==> config.mk <==
export PLATFORM = sky130hd
export DESIGN_NAME = machine_csr_file_with_trap_entry_top_flat
export DESIGN_NICKNAME = d
export VERILOG_FILES = /design/src/hdl/mcsr_pkg.sv /design/src/hdl/mcsr_if.sv /design/src/hdl/machine_csr_file_with_trap_entry_top.sv /design/src/flat_wrapper.sv
export SDC_FILE = /design/constraint.sdc
export NUM_CORES = 1
export LEC_CHECK = 0
export BUFFER_PORTS_ARGS = -buffer_cell sky130_fd_sc_hd__buf_2
export CAP_MARGIN = 10
export CORE_ASPECT_RATIO = 2
export CORE_MARGIN = 4
export CORE_UTILIZATION = 40
export DETAILED_ROUTE_END_ITERATION = 8
export GPL_ROUTABILITY_DRIVEN = 0
export PLACE_DENSITY = 0.58
export SETUP_SLACK_MARGIN = 0.2
export SLEW_MARGIN = 20
export SYNTH_ARGS = -nofsm -noshare
export SYNTH_HDL_FRONTEND = slang
export SYNTH_SLANG_ARGS = --single-unit
==> constraint.sdc <==
create_clock -name clk -period 7.1 [get_ports clk]
set_input_delay 0.71 -clock clk [delete_from_list [all_inputs] [get_ports clk]]
set_output_delay 0.71 -clock clk [all_outputs]
set_load 0.005 [all_outputs]
==> src/hdl/mcsr_pkg.sv <==
// ----------------------------------------------------------------------------
// mcsr_pkg
// Shared types and constants for the machine-mode CSR file: item layouts,
// operation codes, CSR addresses and status bit positions.
// ----------------------------------------------------------------------------
package mcsr_pkg;

    localparam int XLEN      = 64;
    localparam int ADDR_W    = 12;
    localparam int MODE_W    = 2;

    // operation codes carried in the mode field
    localparam logic [MODE_W-1:0] MODE_READ  = 2'd0;
    localparam logic [MODE_W-1:0] MODE_WRITE = 2'd1;
    localparam logic [MODE_W-1:0] MODE_TRAP  = 2'd2;

    // CSR addresses
    localparam logic [ADDR_W-1:0] A_SATP     = 12'h180;
    localparam logic [ADDR_W-1:0] A_MSTATUS  = 12'h300;
    localparam logic [ADDR_W-1:0] A_MISA     = 12'h301;
    localparam logic [ADDR_W-1:0] A_MEDELEG  = 12'h302;
    localparam logic [ADDR_W-1:0] A_MIDELEG  = 12'h303;
    localparam logic [ADDR_W-1:0] A_MIE      = 12'h304;
    localparam logic [ADDR_W-1:0] A_MTVEC    = 12'h305;
    localparam logic [ADDR_W-1:0] A_MEPC     = 12'h341;
    localparam logic [ADDR_W-1:0] A_MCAUSE   = 12'h342;
    localparam logic [ADDR_W-1:0] A_PMPCFG0  = 12'h3A0;
    localparam logic [ADDR_W-1:0] A_PMPADDR0 = 12'h3B0;
    localparam logic [ADDR_W-1:0] A_MNSTATUS = 12'h744;
    localparam logic [ADDR_W-1:0] A_MHARTID  = 12'hF14;

    // mstatus bit positions
    localparam int BIT_MIE  = 3;
    localparam int BIT_MPIE = 7;

    // mtvec mode field
    localparam logic [XLEN-1:0] TVEC_MODE_MASK = 64'h3;

    // default masks for mstatus
    localparam logic [XLEN-1:0] DEF_STATUS_WRITE_MASK = 64'd6280;
    localparam logic [XLEN-1:0] DEF_STATUS_READ_MASK  = 64'd6280;

    typedef struct packed {
        logic [MODE_W-1:0] mode;
        logic [ADDR_W-1:0] csr_address;
        logic [XLEN-1:0]   write_value;
        logic [XLEN-1:0]   cause_value;
        logic [XLEN-1:0]   current_pc;
    } req_t;

    typedef struct packed {
        logic [XLEN-1:0] read_data;
        logic [XLEN-1:0] trap_vector;
        logic            illegal_access;
        logic            vector_mode_error;
    } rsp_t;

endpackage

==> src/hdl/mcsr_if.sv <==
// ----------------------------------------------------------------------------
// mcsr_if
// Valid/ready stream interfaces for the CSR file request and response.
// ----------------------------------------------------------------------------
interface mcsr_req_if;
    import mcsr_pkg::*;

    logic valid;
    logic ready;
    req_t payload;

    modport source (output valid, output payload, input ready);
    modport sink   (input valid, input payload, output ready);
endinterface

interface mcsr_rsp_if;
    import mcsr_pkg::*;

    logic valid;
    logic ready;
    rsp_t payload;

    modport source (output valid, output payload, input ready);
    modport sink   (input valid, input payload, output ready);
endinterface

==> src/hdl/machine_csr_file_with_trap_entry_top.sv <==
// ----------------------------------------------------------------------------
// machine_csr_file_with_trap_entry_top
// Machine-mode CSR file: CSR reads, masked/plain writes and trap entry.
// ----------------------------------------------------------------------------
// Usage:
//   req carries one operation per transfer: read, write or trap entry.
//   rsp returns exactly one result per request, in order.
//   An accepted request sits in the input register; its result is
//   computed from the CSR state there and lands in the output register
//   when the input register advances, where the CSR state is updated too.
//   Throughput is one request per cycle: the input register advances
//   whenever the output register is empty or being taken.
//   If rsp stalls, the output register holds its result and one more
//   request may wait in the input register; req.ready then drops.
//   Reset clears all CSRs and both valid flags; no request is lost or
//   replayed across a stall.
// ----------------------------------------------------------------------------
module machine_csr_file_with_trap_entry_top #(
    parameter logic [mcsr_pkg::XLEN-1:0] STATUS_WRITE_MASK = mcsr_pkg::DEF_STATUS_WRITE_MASK,
    parameter logic [mcsr_pkg::XLEN-1:0] STATUS_READ_MASK  = mcsr_pkg::DEF_STATUS_READ_MASK
) (
    input  logic       clk,
    input  logic       rst_n,
    mcsr_req_if.sink   req,
    mcsr_rsp_if.source rsp
);
    import mcsr_pkg::*;

    logic            s1_valid_reg;
    req_t            s1_item_reg;
    logic            out_valid_reg;
    rsp_t            out_item_reg;

    logic [XLEN-1:0] status_reg, status_next;
    logic [XLEN-1:0] tvec_reg, tvec_next;
    logic [XLEN-1:0] cause_reg, cause_next;
    logic [XLEN-1:0] epc_reg, epc_next;
    logic [XLEN-1:0] nmstatus_reg, nmstatus_next;

    logic            s1_advance;
    rsp_t            result;

    assign s1_advance = s1_valid_reg && (!out_valid_reg || rsp.ready);
    assign req.ready  = !s1_valid_reg || s1_advance;

    assign rsp.valid   = out_valid_reg;
    assign rsp.payload = out_item_reg;

    // result and next CSR state for the item in the input register
    always_comb
    begin
        status_next   = status_reg;
        tvec_next     = tvec_reg;
        cause_next    = cause_reg;
        epc_next      = epc_reg;
        nmstatus_next = nmstatus_reg;
        result        = '0;

        unique case (s1_item_reg.mode)
            MODE_READ:
            begin
                unique case (s1_item_reg.csr_address) inside
                    A_MSTATUS:                  result.read_data = status_reg & STATUS_READ_MASK;
                    A_MISA, A_MHARTID, A_SATP:  result.read_data = '0;
                    A_MTVEC:                    result.read_data = tvec_reg;
                    A_MCAUSE:                   result.read_data = cause_reg;
                    A_MEPC:                     result.read_data = epc_reg;
                    A_MNSTATUS:                 result.read_data = nmstatus_reg;
                    default:                    result.illegal_access = 1'b1;
                endcase
            end
            MODE_WRITE:
            begin
                unique case (s1_item_reg.csr_address) inside
                    A_SATP, A_PMPADDR0, A_PMPCFG0, A_MIE, A_MEDELEG, A_MIDELEG: ;
                    A_MSTATUS:
                        status_next = (status_reg & ~STATUS_WRITE_MASK)
                                    | (s1_item_reg.write_value & STATUS_WRITE_MASK);
                    A_MTVEC:    tvec_next     = s1_item_reg.write_value;
                    A_MCAUSE:   cause_next    = s1_item_reg.write_value;
                    A_MEPC:     epc_next      = s1_item_reg.write_value;
                    A_MNSTATUS: nmstatus_next = s1_item_reg.write_value;
                    default:    result.illegal_access = 1'b1;
                endcase
            end
            MODE_TRAP:
            begin
                status_next[BIT_MPIE]    = status_reg[BIT_MIE];
                status_next[BIT_MIE]     = 1'b0;
                cause_next               = s1_item_reg.cause_value;
                epc_next                 = s1_item_reg.current_pc;
                result.trap_vector       = tvec_reg & ~TVEC_MODE_MASK;
                result.vector_mode_error = |(tvec_reg & TVEC_MODE_MASK);
            end
            default: ;  // unused code: no effect, all-zero result
        endcase
    end

    always_ff @(posedge clk or negedge rst_n)
    begin
        if (!rst_n)
        begin
            s1_valid_reg  <= 1'b0;
            out_valid_reg <= 1'b0;
            status_reg    <= '0;
            tvec_reg      <= '0;
            cause_reg     <= '0;
            epc_reg       <= '0;
            nmstatus_reg  <= '0;
        end
        else
        begin
            if (req.ready)
            begin
                s1_valid_reg <= req.valid;
            end
            if (s1_advance)
            begin
                out_valid_reg <= 1'b1;
                status_reg    <= status_next;
                tvec_reg      <= tvec_next;
                cause_reg     <= cause_next;
                epc_reg       <= epc_next;
                nmstatus_reg  <= nmstatus_next;
            end
            else if (rsp.ready)
            begin
                out_valid_reg <= 1'b0;
            end
        end
    end

    always_ff @(posedge clk)
    begin
        if (req.ready && req.valid)
        begin
            s1_item_reg <= req.payload;
        end
        if (s1_advance)
        begin
            out_item_reg <= result;
        end
    end

endmodule

==> src/flat_wrapper.sv <==
// flat-port wrapper written by rule: the top's interface ports become plain ports
module machine_csr_file_with_trap_entry_top_flat import mcsr_pkg::*;
#(
    parameter logic [mcsr_pkg::XLEN-1:0] STATUS_WRITE_MASK = mcsr_pkg::DEF_STATUS_WRITE_MASK,
    parameter logic [mcsr_pkg::XLEN-1:0] STATUS_READ_MASK  = mcsr_pkg::DEF_STATUS_READ_MASK
)
  (clk, rst_n, req_valid, req_payload, req_ready, rsp_valid, rsp_payload, rsp_ready);
  mcsr_req_if req_i ();
  mcsr_rsp_if rsp_i ();
  input  logic clk;
  input  logic rst_n;
  input wire logic [$bits(req_i.valid)-1:0] req_valid;
  input wire logic [$bits(req_i.payload)-1:0] req_payload;
  output wire logic [$bits(req_i.ready)-1:0] req_ready;
  output wire logic [$bits(rsp_i.valid)-1:0] rsp_valid;
  output wire logic [$bits(rsp_i.payload)-1:0] rsp_payload;
  input wire logic [$bits(rsp_i.ready)-1:0] rsp_ready;
  assign req_i.valid = req_valid;
  assign req_i.payload = req_payload;
  assign req_ready = req_i.ready;
  assign rsp_valid = rsp_i.valid;
  assign rsp_payload = rsp_i.payload;
  assign rsp_i.ready = rsp_ready;
  machine_csr_file_with_trap_entry_top #(.STATUS_WRITE_MASK(STATUS_WRITE_MASK), .STATUS_READ_MASK(STATUS_READ_MASK)) u_core (.clk(clk), .rst_n(rst_n), .req(req_i), .rsp(rsp_i));
endmodule
Yosys cells after proc, flatten, opt, wreduce, memory -nomap -nowiden
Index checks and enable logic that the tools add are counted.
{"block": "word_totals", "regBits": 658, "in_bits": 210, "out_inout_bits": 132, "word_cells": 68}
{"block": "classes", "n_eq_ne": 18, "muxes": 13, "bitwise": 1, "reduce_logical": 18}
{"op": "case mux 64 bit (5 select lines)", "count": 1}
{"op": "case mux 64 bit (2 select lines)", "count": 2}
{"op": "2-to-1 mux 64 bit", "count": 2}
{"op": "equality test 12 x 10 -> 1 bit (second input constant)", "count": 10}
{"op": "bitwise OR 64 x 13 -> 64 bit", "count": 1}
{"op": "AND reduction 3 bit", "count": 6}
{"op": "equality test 12 x 11 -> 1 bit (second input constant)", "count": 1}
{"op": "equality test 12 bit (second input constant)", "count": 1}
{"op": "equality test 12 x 9 -> 1 bit (second input constant)", "count": 1}
{"op": "OR reduction 11 bit", "count": 1}
{"op": "2-to-1 mux 8 bit", "count": 1}
{"op": "OR reduction 8 bit", "count": 1}
{"op": "!= test 2 x 1 -> 1 bit (second input constant)", "count": 3}
{"op": "case mux 1 bit (2 select lines)", "count": 3}
{"op": "2-to-1 mux 1 bit", "count": 4}
{"op": "nonzero test 2 bit", "count": 2}
{"op": "equality test 2 x 1 -> 1 bit (second input constant)", "count": 1}
{"op": "equality test 2 bit (second input constant)", "count": 1}
{"op": "logical AND 1 bit", "count": 2}
{"op": "zero test 1 bit", "count": 2}
{"op": "zero test 2 bit", "count": 1}
{"op": "logical OR 1 bit", "count": 2}
{"op": "OR reduction 2 bit", "count": 1}

Logic depth before layout (Yosys ltp)
Gate-level depths: netlist of the first run.
{"block": "logic_depth", "depth_word": 5, "depth_mapped": 8, "ltp_nobuf": 4}

Worst setup path after synthesis of the first run
No wires, ideal clock.
{"block": "synth_path", "path_kind": "input port to flip-flop", "start": "input rsp_ready", "end": "register u_core.s1_item_reg[0] (netlist name) (enable)", "setup_time_ns": 0.593, "arrival_time_ns": 5.588, "required_ns": 6.507, "path_slack_ns": 0.918, "stages": 2, "path_buffers": 0, "path_cell_list": "nand3b_1 > and2_1"}
{"block": "synth_via", "elab_chain_cells": 4}
{"item": "from (decl)", "line": "flat_wrapper.sv:17", "rtl": "input wire logic [$bits(rsp_i.ready)-1:0] rsp_ready;"}
{"item": "logical OR 1 bit", "line": "machine_csr_file_with_trap_entry_top.sv:43", "rtl": "assign s1_advance = s1_valid_reg && (!out_valid_reg || rsp.ready);"}
{"item": "logical AND 1 bit", "line": "machine_csr_file_with_trap_entry_top.sv:43"}
{"item": "logical OR 1 bit", "line": "machine_csr_file_with_trap_entry_top.sv:44", "rtl": "assign req.ready = !s1_valid_reg || s1_advance;"}
{"item": "logical AND 1 bit", "line": "machine_csr_file_with_trap_entry_top.sv:135", "rtl": "if (req.ready && req.valid)"}
{"item": "to (signal assigned)", "line": "machine_csr_file_with_trap_entry_top.sv:137", "rtl": "s1_item_reg <= req.payload;"}
{"item": "to (decl)", "line": "machine_csr_file_with_trap_entry_top.sv:30", "rtl": "req_t s1_item_reg;"}
Every way passes these cells.
A chain may end at the register's enable or synchronous reset.

Worst setup path after layout of the first run
{"block": "layout_path", "start": "register u_core.s1_item_reg[192] (netlist name)", "end": "register u_core.nmstatus_reg[37]"}
{"block": "layout_via", "elab_chain_cells": 2}
{"item": "equality test 12 x 11 -> 1 bit (no source line)"}
{"item": "AND reduction 3 bit (no source line)"}
{"item": "to (signal assigned)", "line": "machine_csr_file_with_trap_entry_top.sv:124", "rtl": "nmstatus_reg <= nmstatus_next;"}
{"item": "to (decl)", "line": "machine_csr_file_with_trap_entry_top.sv:38", "rtl": "logic [XLEN-1:0] nmstatus_reg, nmstatus_next;"}
Every way passes these cells.

==> results of run 1 <==
[stage by stage]
| stage | std cells | total power (W) | cell area, um2 | setup slack [ps] | utilization (%) |
|---|---|---|---|---|---|
| detailed placement | 3122 | 0.00481 | 28200 | 3190 | 44.0 |
| global placement | 3122 | 0.00479 | 28200 | 3280 | 44.0 |
| global route | 3228 | 0.00806 | 30000 | 2980 | 46.8 |
| CTS | 3228 | 0.00784 | 30000 | 3200 | 46.8 |
| finish | 3228 | 0.00777 | 30000 | 3110 | 46.8 |
| floorplan | 2102 | 0.00449 | 25900 | 918 | - |
[cells by family (layout without fill, tap and decap cells)]
| logic type | after synthesis | count (layout) | synth area share (%) |
|---|---|---|---|
| DFF | 596 | 596 | 63.9 |
| buffers and inverters | 275 | 537 | 4.47 |
| other | 1 | 2 | 0.0145 |
| muxes | 132 | 132 | 5.72 |
| xor gates and xnor gates | 1 | 1 | 0.0338 |
| and+or+nand+nor | 631 | 631 | 14.2 |
| AOI/OAI and AO/OA | 465 | 465 | 11.6 |
[worst register-to-register path, cell delays in order (launching register included)]
cell,delay (ps)
edfxtp_1,420
buf_12,260
nand4bb_4,960
buf_4,530
nor4_4,790
buf_4,510
mux2_2,420
[layout make-up]
| type | count | area [um2] | share of cell area, % |
|---|---|---|---|
| clock inverters | 35 | 315 | 1.05 |
| multi-input cells | 1231 | 8320 | 27.8 |
| repair buffers | 365 | 1940 | 6.48 |
| well taps | 864 | 1080 | 3.60 |
| inverters | 66 | 248 | 0.826 |
| clock buffers | 71 | 1500 | 5.00 |
| flip-flops and latches | 596 | 16600 | 55.3 |
[metal layers]
metal,up-vias,GRT usage [%]
met1,9623,29.2
met4,2,9.47
met3,175,4.55
li1,8440,-
met2,1000,37.8
met5,-,0
[synth_stat cells, types with 3 or more instances]
master and n:
nand3b_1 130, nor2_1 7, nor4_1 67, a211oi_1 192, or2_2 5, mux2_1 28, mux2_2 102, nor2b_1 3
o22ai_1 129, inv_1 66, a21oi_1 68, nand2b_1 6, o21ai_0 64, edfxtp_1 334, and2_1 64, dfrtp_1 262
nor3_1 257, buf_1 21, buf_2 29, nand3_1 5, and4_1 3, clkbuf_1 143, a22o_1 4, buf_6 8
buf_4 8, nand2_1 66
[where the power goes]
part,leakage [nW],internal [W],switching (W)
registers,6.81,0.00391,0.000183
clock network,0.878,0.00165,0.00137
logic,3.33,0.000243,0.000406
total,11.0,0.00581,0.00196
[how the worst min path moves through the flow]
stage,startpoint,end,slack [ps],depth (start not counted)
5_1_grt,rst_n,u_core.epc_reg[49],80,1
3_5_place_dp,u_core.nmstatus_reg[53],u_core.nmstatus_reg[53],470,1
3_3_place_gp,u_core.nmstatus_reg[22],u_core.nmstatus_reg[22],470,1
2_1_floorplan,rst_n,u_core.cause_reg[0],410,0
6_report,rst_n,u_core.epc_reg[49],60,1
4_1_cts,rst_n,u_core.epc_reg[49],50,1
==> results.md, run 1 <==
| Step | Item | Value |
|---|---|---|
| synthesis | Post-synthesis instance total | 2101 |
| run status | Run status | completed |
| synthesis | Proportion of netlist area held by the largest area contributor | 38.7% |
| setup path | Kind of cell adding the most delay to the critical path | simple AND/OR/NAND/NOR gates |
| placement | Total half-perimeter wirelength after legalization and detailed placement | 48000 um |
| clocking | Clock latency of the later-clocked register in the worst-skew pair | 620 ps |
| global route | First-pass GRT wire length | 123000 um |
| setup path | Buffering stage count on the worst path with inverters included | 3 |
| detailed routing | DR iter-0 viols | 1824 |
| setup path | Worst r2r dst | u_core.nmstatus_reg[37] |
| timing | Worst max-slew margin expressed relative to the limit | 21.2% |
| final layout | Commonest cells after routing, fill and taps aside | buf_2 (338), edfxtp_1 (334), dfrtp_1 (262), nor3_1 (257), a211oi_1 (192) |
| setup path | Worst setup path end | u_core.nmstatus_reg[37] |
| synthesis | Synth async-reset ratio | 44.0% |
| timing | Count of endpoints failing setup in the final report | 0 |
| timing | Worst slew pin tran | 1180 ps |
| detailed routing | Final routed wirelength across all metal layers | 81600 um |
| detailed routing | M1 WL | 31900 um |
| global route | Global routing usage summed across all routing layers | 22.8% |
| clocking | Clock tree from TritonCTS | yes |
| clocking | Clock sink count | 596 |
| power and ir drop | Standby leakage power | 11.0 nW |
| final layout | Area grow syn2layout | 15.6% |
| synthesis | Dominant register cell in the synthesized netlist | edfxtp_1 |
| worst hold path | Worst hold path type | in2async |
| setup path | Critical path cell sequence | buf_12 > nand4bb_4 > buf_4 > nor4_4 > buf_4 > mux2_2 |
| synthesis | Number of library cell types mapped by synthesis | 49 |
| floorplan | Initial standard-cell utilization of the core | 40.5% |
| setup path | Total number of cells along the worst setup path | 6 |
| clocking | Clock-pin slew of the registers on the worst-case setup and hold paths | 70 ps |
| setup path | Cells on worst reg2reg path | 6 |
| setup path | Type of the setup path with the least slack | reg2reg |
| clocking | H-tree depth | 2 |
| timing | Number of hold-slack violations in the final timing report | 0 |
| floorplan | Die area | 69200 um2 |
| final layout | Fraction of layout instances using a drive strength above 1 | 24.6% |
| timing | Worst hold margin | 60.4 ps |
| final layout | Antenna Cells | 0 |
| setup path | Critical Path Source | u_core.s1_item_reg[192] |
| final layout | Count of filler cells inserted in the layout | 5840 |
| global route | Antenna violations before repair | 3 |
| timing | Clock period minus final worst setup slack | 3990 ps |
| final layout | Flip-flop count of the largest register, all copies and words added | 206 |
| clocking | Number of hold-repair buffers added at the cts stage | 0 |
| clocking | Root cell of the clock tree | clkbuf_16 |
| global route | Leftover overflow at the end of global routing | 0 |
| clocking | CTS resizes | 0 |
| setup path | Worst EP arrival | 4500 ps |
| setup path | Required time worst endpoint | 7610 ps |
| synthesis | FF+latch count, synth | 596 |
| detailed routing | Routed wire length per instance | 25.3 um |
| power and ir drop | Worst ir drop on vdd | 0.000195 V |
| floorplan | Core Area | 64100 um2 |
| floorplan | Die span in x | 188 um |
| timing | Total negative slack | 0 ps |
| synthesis | Warnings, synthesis | 0 |
| clocking | Number of setup buffers added after CTS | 0 |
| clocking | Number of buffers created by CTS | 56 |
| synthesis | Cell Area, Synth | 25900 um2 |
| timing | Unrepaired setup endpoints after global routing | no |
| setup path | Worst stage delay on the critical path | 810 ps |
| detailed routing | Vias per cell | 5.96 |
| job | Max-cap violation count | 0 |
| setup path | Worst Setup Start Kind | flip-flop |
| floorplan | Count of standard-cell rows | 131 |
| detailed routing | Number of vias in the routed layout | 19240 |
| global route | Pin count of the biggest net entering global routing | 155 |
| setup path | CP max FO | 139 |
| floorplan | Chip height | 368 um |
| setup path | Crit-path slowest cell | nand4bb_4 |
| timing | Maximum clock skew at final layout | 16.7 ps |
| synthesis | Seq/Total Area, Yosys | 63.9% |
| detailed routing | Total met2 wirelength after detailed routing | 40000 um |
| setup path | Flop-to-flop setup slack | 3110 ps |
| synthesis | Top cells by area, synth | edfxtp_1 (39%), dfrtp_1 (25%), a211oi_1 (5.6%) |
| timing | Fmax | 250 MHz |
| synthesis | Number of enable flip-flop cells after synthesis | 334 |
| detailed routing | Remaining routing DRC violations | 0 |
| setup path | CP dominant cell by count | buf_4 |
| synthesis | Synthesized area per cell | 12.3 um2 |
| final layout | Number of nets in the layout | 2526 |
| detailed routing | Pre-Repair DR Iteration Count | 6 |
| final layout | Leading cell type in the layout, fill and taps excluded | buf_2 |
| detailed routing | Detail Route Antenna Nets | 0 |
| setup path | Critical path capture point type | flip-flop |
| global route | Vias in the first global route | 19704 |
| timing | Count of final max-slew check failures | 0 |
| placement | Port Buffers | 339 |
| detailed routing | Routed met3 length | 6270 um |
| synthesis | Yosys top cell by area | edfxtp_1 |
| timing | Final period util | 56.2% |
| clocking | Maximum root-to-sink buffer count | 3 |
| detailed routing | Top layer in use | met5 |
| power and ir drop | Power density of the placed cells | 259 nW/um2 |
| floorplan | Boundary Pins | 342 |
| setup path | Source of the worst register-to-register timing path | u_core.s1_item_reg[192] |
(Power assumes the default switching activity.)
==> run 2: changes to the inputs <==
--- a/config.mk
+++ b/config.mk
@@ -5,6 +5,7 @@
 export SDC_FILE = /design/constraint.sdc
 export NUM_CORES = 1
 export LEC_CHECK = 0
+export ABC_AREA = 1
 export BUFFER_PORTS_ARGS = -buffer_cell sky130_fd_sc_hd__buf_2
 export CAP_MARGIN = 10
 export CORE_ASPECT_RATIO = 2
@@ -12,7 +13,7 @@
 export CORE_UTILIZATION = 40
 export DETAILED_ROUTE_END_ITERATION = 8
 export GPL_ROUTABILITY_DRIVEN = 0
-export PLACE_DENSITY = 0.58
+export PLACE_DENSITY = 0.6
 export SETUP_SLACK_MARGIN = 0.2
 export SLEW_MARGIN = 20
 export SYNTH_ARGS = -nofsm -noshare
==> constraint.sdc (replaced) <==
create_clock -name clk -period 3.6 [get_ports clk]
set_input_delay 0.36 -clock clk [delete_from_list [all_inputs] [get_ports clk]]
set_output_delay 0.36 -clock clk [all_outputs]
set_load 0.005 [all_outputs]
==> run 2 against run 1 <==
- maximum frequency grew 52%
- sequential power grew 110%
- non-clock buffer count grew 222
- core utilization grew 4.2 points
- power grew 110%
- first-iteration DRC count shrank 10%
- design area grew 4.0%
- largest power group unchanged
- clock power grew 100%
- setup slack lost 2100 ps
- via count shrank 0.94%
==> results.md, run 2 <==
| Step | Item | Value | Change |
|---|---|---|---|
| run status | Run status | completed |  |
| floorplan | Count of standard-cell rows | 128 | -2.3% |
| timing | Clock period minus final worst setup slack | 2620 ps | -1370 ps |
| synthesis | Cell Area, Synth | 24800 um2 | -4.5% |
| setup path | Type of the setup path with the least slack | reg2reg |  |
| synthesis | Post-synthesis instance total | 2507 | +19% |
| final layout | Leading cell type in the layout, fill and taps excluded | nand2_1 |  |
| setup path | CP max FO | 42 | -70% |
| floorplan | Initial standard-cell utilization of the core | 40.5% | about the same |
| timing | Worst max-slew margin expressed relative to the limit | 38.8% | +18 points |
| final layout | Number of nets in the layout | 3227 | +28% |
| setup path | Required time worst endpoint | 4060 ps | -3550 ps |
| synthesis | Synth async-reset ratio | 44.0% | unchanged |
| final layout | Flip-flop count of the largest register, all copies and words added | 206 | unchanged |
| power and ir drop | Internal power summed over all cells | 0.0123 W | +110% |
| final layout | Commonest cells after routing, fill and taps aside | nand2_1 (853), buf_2 (338), edfxtp_1 (334), dfrtp_1 (262), inv_1 (218) |  |
| worst hold path | Worst hold path type | in2reg |  |
| final layout | Antenna Cells | 0 | unchanged |
| timing | Worst slew pin tran | 917 ps | -266 ps |
| final layout | Area grow syn2layout | 25.8% |  |
| power and ir drop | Standby leakage power | 14.1 nW | +28% |
| power and ir drop | Share of total power in sequential cells | 52.4% | -0.4 points |
| synthesis | Dominant cell by count in the synthesized netlist | nand2_1 |  |
| power and ir drop | Total net switching power | 0.00422 W | +120% |
| placement | Placed Cells | 3532 | +13% |
| floorplan | Die span in x | 184 um | -2.2% |
| global route | Antenna violations before repair | 1 | -2 |
| timing | Count of endpoints failing setup in the final report | 0 | unchanged |
| placement | Port Buffers | 339 | unchanged |
| clocking | Clock sink count | 596 | unchanged |
| power and ir drop | Portion of total power attributed to the clock network | 36.6% | -2.3 points |
| synthesis | Dominant register cell in the synthesized netlist | edfxtp_1 |  |
| detailed routing | Pre-Repair DR Iteration Count | 6 | unchanged |
| detailed routing | Detail Route Antenna Nets | 0 | unchanged |
| synthesis | Yosys top cell by area | edfxtp_1 |  |
| clocking | H-tree depth | 2 | unchanged |
| setup path | Worst EP arrival | 3080 ps | -1420 ps |
| clocking | Root cell of the clock tree | clkbuf_16 |  |
| synthesis | Proportion of netlist area held by the largest area contributor | 40.5% | +1.8 points |
| synthesis | Top cells by area, synth | edfxtp_1 (40%), dfrtp_1 (26%), nand2_1 (13%) |  |
| detailed routing | Routed wire length per instance | 19.0 um | -25% |
| timing | Number of hold-slack violations in the final timing report | 0 | unchanged |
| power and ir drop | Gate power share | 11.0% | +2.6 points |
| global route | Leftover overflow at the end of global routing | 0 | unchanged |
| floorplan | Chip height | 360 um | -2.2% |
| global route | Global routing usage summed across all routing layers | 21.7% | -1.1 points |
| global route | Pin count of the biggest net entering global routing | 107 | -31% |
| power and ir drop | Sw Ratio | 25.5% | +0.27 points |
| synthesis | Warnings, synthesis | 0 | unchanged |
| floorplan | Die area | 66200 um2 | -4.3% |
| synthesis | Seq/Total Area, Yosys | 66.9% | +3.0 points |
| clocking | Clock-pin slew of the registers on the worst-case setup and hold paths | 60 ps | about the same |
| detailed routing | Remaining routing DRC violations | 0 | unchanged |
| floorplan | Boundary Pins | 342 | unchanged |
| clocking | Clock tree from TritonCTS | yes |  |
| timing | Worst hold margin | 84.0 ps | +23.6 ps |
| timing | Unrepaired setup endpoints after global routing | no |  |
| detailed routing | DR iter-0 viols | 1634 | -10% |
| synthesis | Synthesized area per cell | 9.88 um2 | -20% |
| clocking | Number of setup buffers added after CTS | 0 | unchanged |
| synthesis | Top cell types by occurrence after synthesis | nand2_1 (856), edfxtp_1 (334), dfrtp_1 (262), inv_1 (222), nand3_1 (213) |  |
| final layout | Final core area utilization | 51.0% | +4.2 points |
| synthesis | Number of library cell types mapped by synthesis | 30 | -39% |
| placement | Total half-perimeter wirelength after legalization and detailed placement | 46100 um | -3.9% |
| timing | Count of final max-slew check failures | 0 | unchanged |
| setup path | Worst Setup Start Kind | flip-flop |  |
| final layout | Number of non-filler instances in the completed layout | 3844 | +19% |
| timing | Total negative slack | 0 ps | unchanged |
| global route | First-pass GRT wire length | 112000 um | -8.4% |
| synthesis | Number of enable flip-flop cells after synthesis | 334 | unchanged |
| floorplan | Core Area | 61200 um2 | -4.5% |
| detailed routing | Final routed wirelength across all metal layers | 73100 um | -10% |
| timing | Maximum clock skew at final layout | 23.2 ps | +6.48 ps |
| timing | Final period util | 72.8% | +17 points |
| detailed routing | Number of vias in the routed layout | 19060 | -0.94% |
| clocking | Maximum root-to-sink buffer count | 3 | unchanged |
| global route | Vias in the first global route | 19476 | -1.2% |
| detailed routing | Vias per cell | 4.96 | -17% |
| power and ir drop | Worst ir drop on vdd | 0.000528 V | +170% |
| power and ir drop | Power density of the placed cells | 531 nW/um2 | +110% |
| timing | Fmax | 381 MHz | +52% |
| job | Max-cap violation count | 0 | unchanged |
| synthesis | FF+latch count, synth | 596 | unchanged |
| clocking | Clock latency of the later-clocked register in the worst-skew pair | 610 ps | about the same |
| final layout | Fraction of layout instances using a drive strength above 1 | 17.2% | -7.4 points |
| setup path | Critical path capture point type | flip-flop |  |
| clocking | Number of buffers created by CTS | 55 | -1.8% |
| power and ir drop | Final Total Pwr | 0.0166 W | +110% |
[run 2: layout make-up]
class / instances / area, um2
Multi-Input combinational cell: 1547 / 6650
Timing Repair Buffer: 587 / 4230
Clock buffer: 72 / 1490
Inverter: 230 / 876
Fill cell: 5484 / 30000
Tap cell: 780 / 976
Sequential cell: 596 / 16600
Clock inverter: 32 / 369
[run 2: metrics by stage]
step | area (um2) | setup WS [ps]
2_1_floorplan | 24800 | -443
3_3_place_gp | 27200 | 956
3_5_place_dp | 27200 | 993
4_1_cts | 31200 | 953
5_1_grt | 31200 | 759
6_report | 31200 | 978
[run 2: per-layer routing]
layer,track usage [%],vias up,share of wire [%]
met2,36.8,713,49
met5,0,-,0
met4,8.43,0,4.0
met1,28.3,9109,41
met3,2.70,146,5.6
li1,-,9092,-
[run 2: final timing paths]
path | start | endpoint | slack [ps] | cells after the start
worst max-delay path | u_core.s1_item_reg[196] | u_core.tvec_reg[23] | 980 | 7
worst min-delay path | rsp_ready | u_core.s1_valid_reg | 80 | 4
worst max register to register | u_core.s1_item_reg[196] | u_core.tvec_reg[23] | 980 | 7
worst min register to register | u_core.cause_reg[49] | u_core.cause_reg[49] | 470 | 2
max in group asynchronous | rst_n | u_core.s1_valid_reg | 2260 | 3
min in group asynchronous | rst_n | u_core.epc_reg[27] | 360 | 2
[run 2: what timing repair did]
action | in CTS | in global routing
resized for setup | 0 | 0
endpoints found under the setup margin | 0 | 0
hold buffers | 208 | 0
endpoints found under the hold margin | 285 | 0
[run 2: cells by family (layout without fill, tap and decap cells)]
group	count (synthesis)	count (layout)	synth area share, %
AND/OR/NAND/NOR	1306	1306	21.4
flip-flops	596	596	66.9
buffers and inverters	365	921	6.74
AO/OA/AOI/OAI	239	239	4.90
other	1	2	0.0151
[run 2: power by group through the flow]
stage	Clock, W	Sequential [W]	Combinational [W]
2_1_floorplan	0	0.00867	0.000951
3_3_place_gp	0	0.00877	0.00162
3_5_place_dp	0	0.00879	0.00167
4_1_cts	0.00623	0.00867	0.00185
5_1_grt	0.00648	0.00876	0.00207
6_report	0.00607	0.00867	0.00183
[run 2: worst max-delay path, cell delays in order (launching register included)]
cell	delay, ps
edfxtp_1	420
nor2_1	190
nand2_1	160
nor2_4	550
nand3_4	570
buf_4	420
nand2_1	80
o21ai_0	80
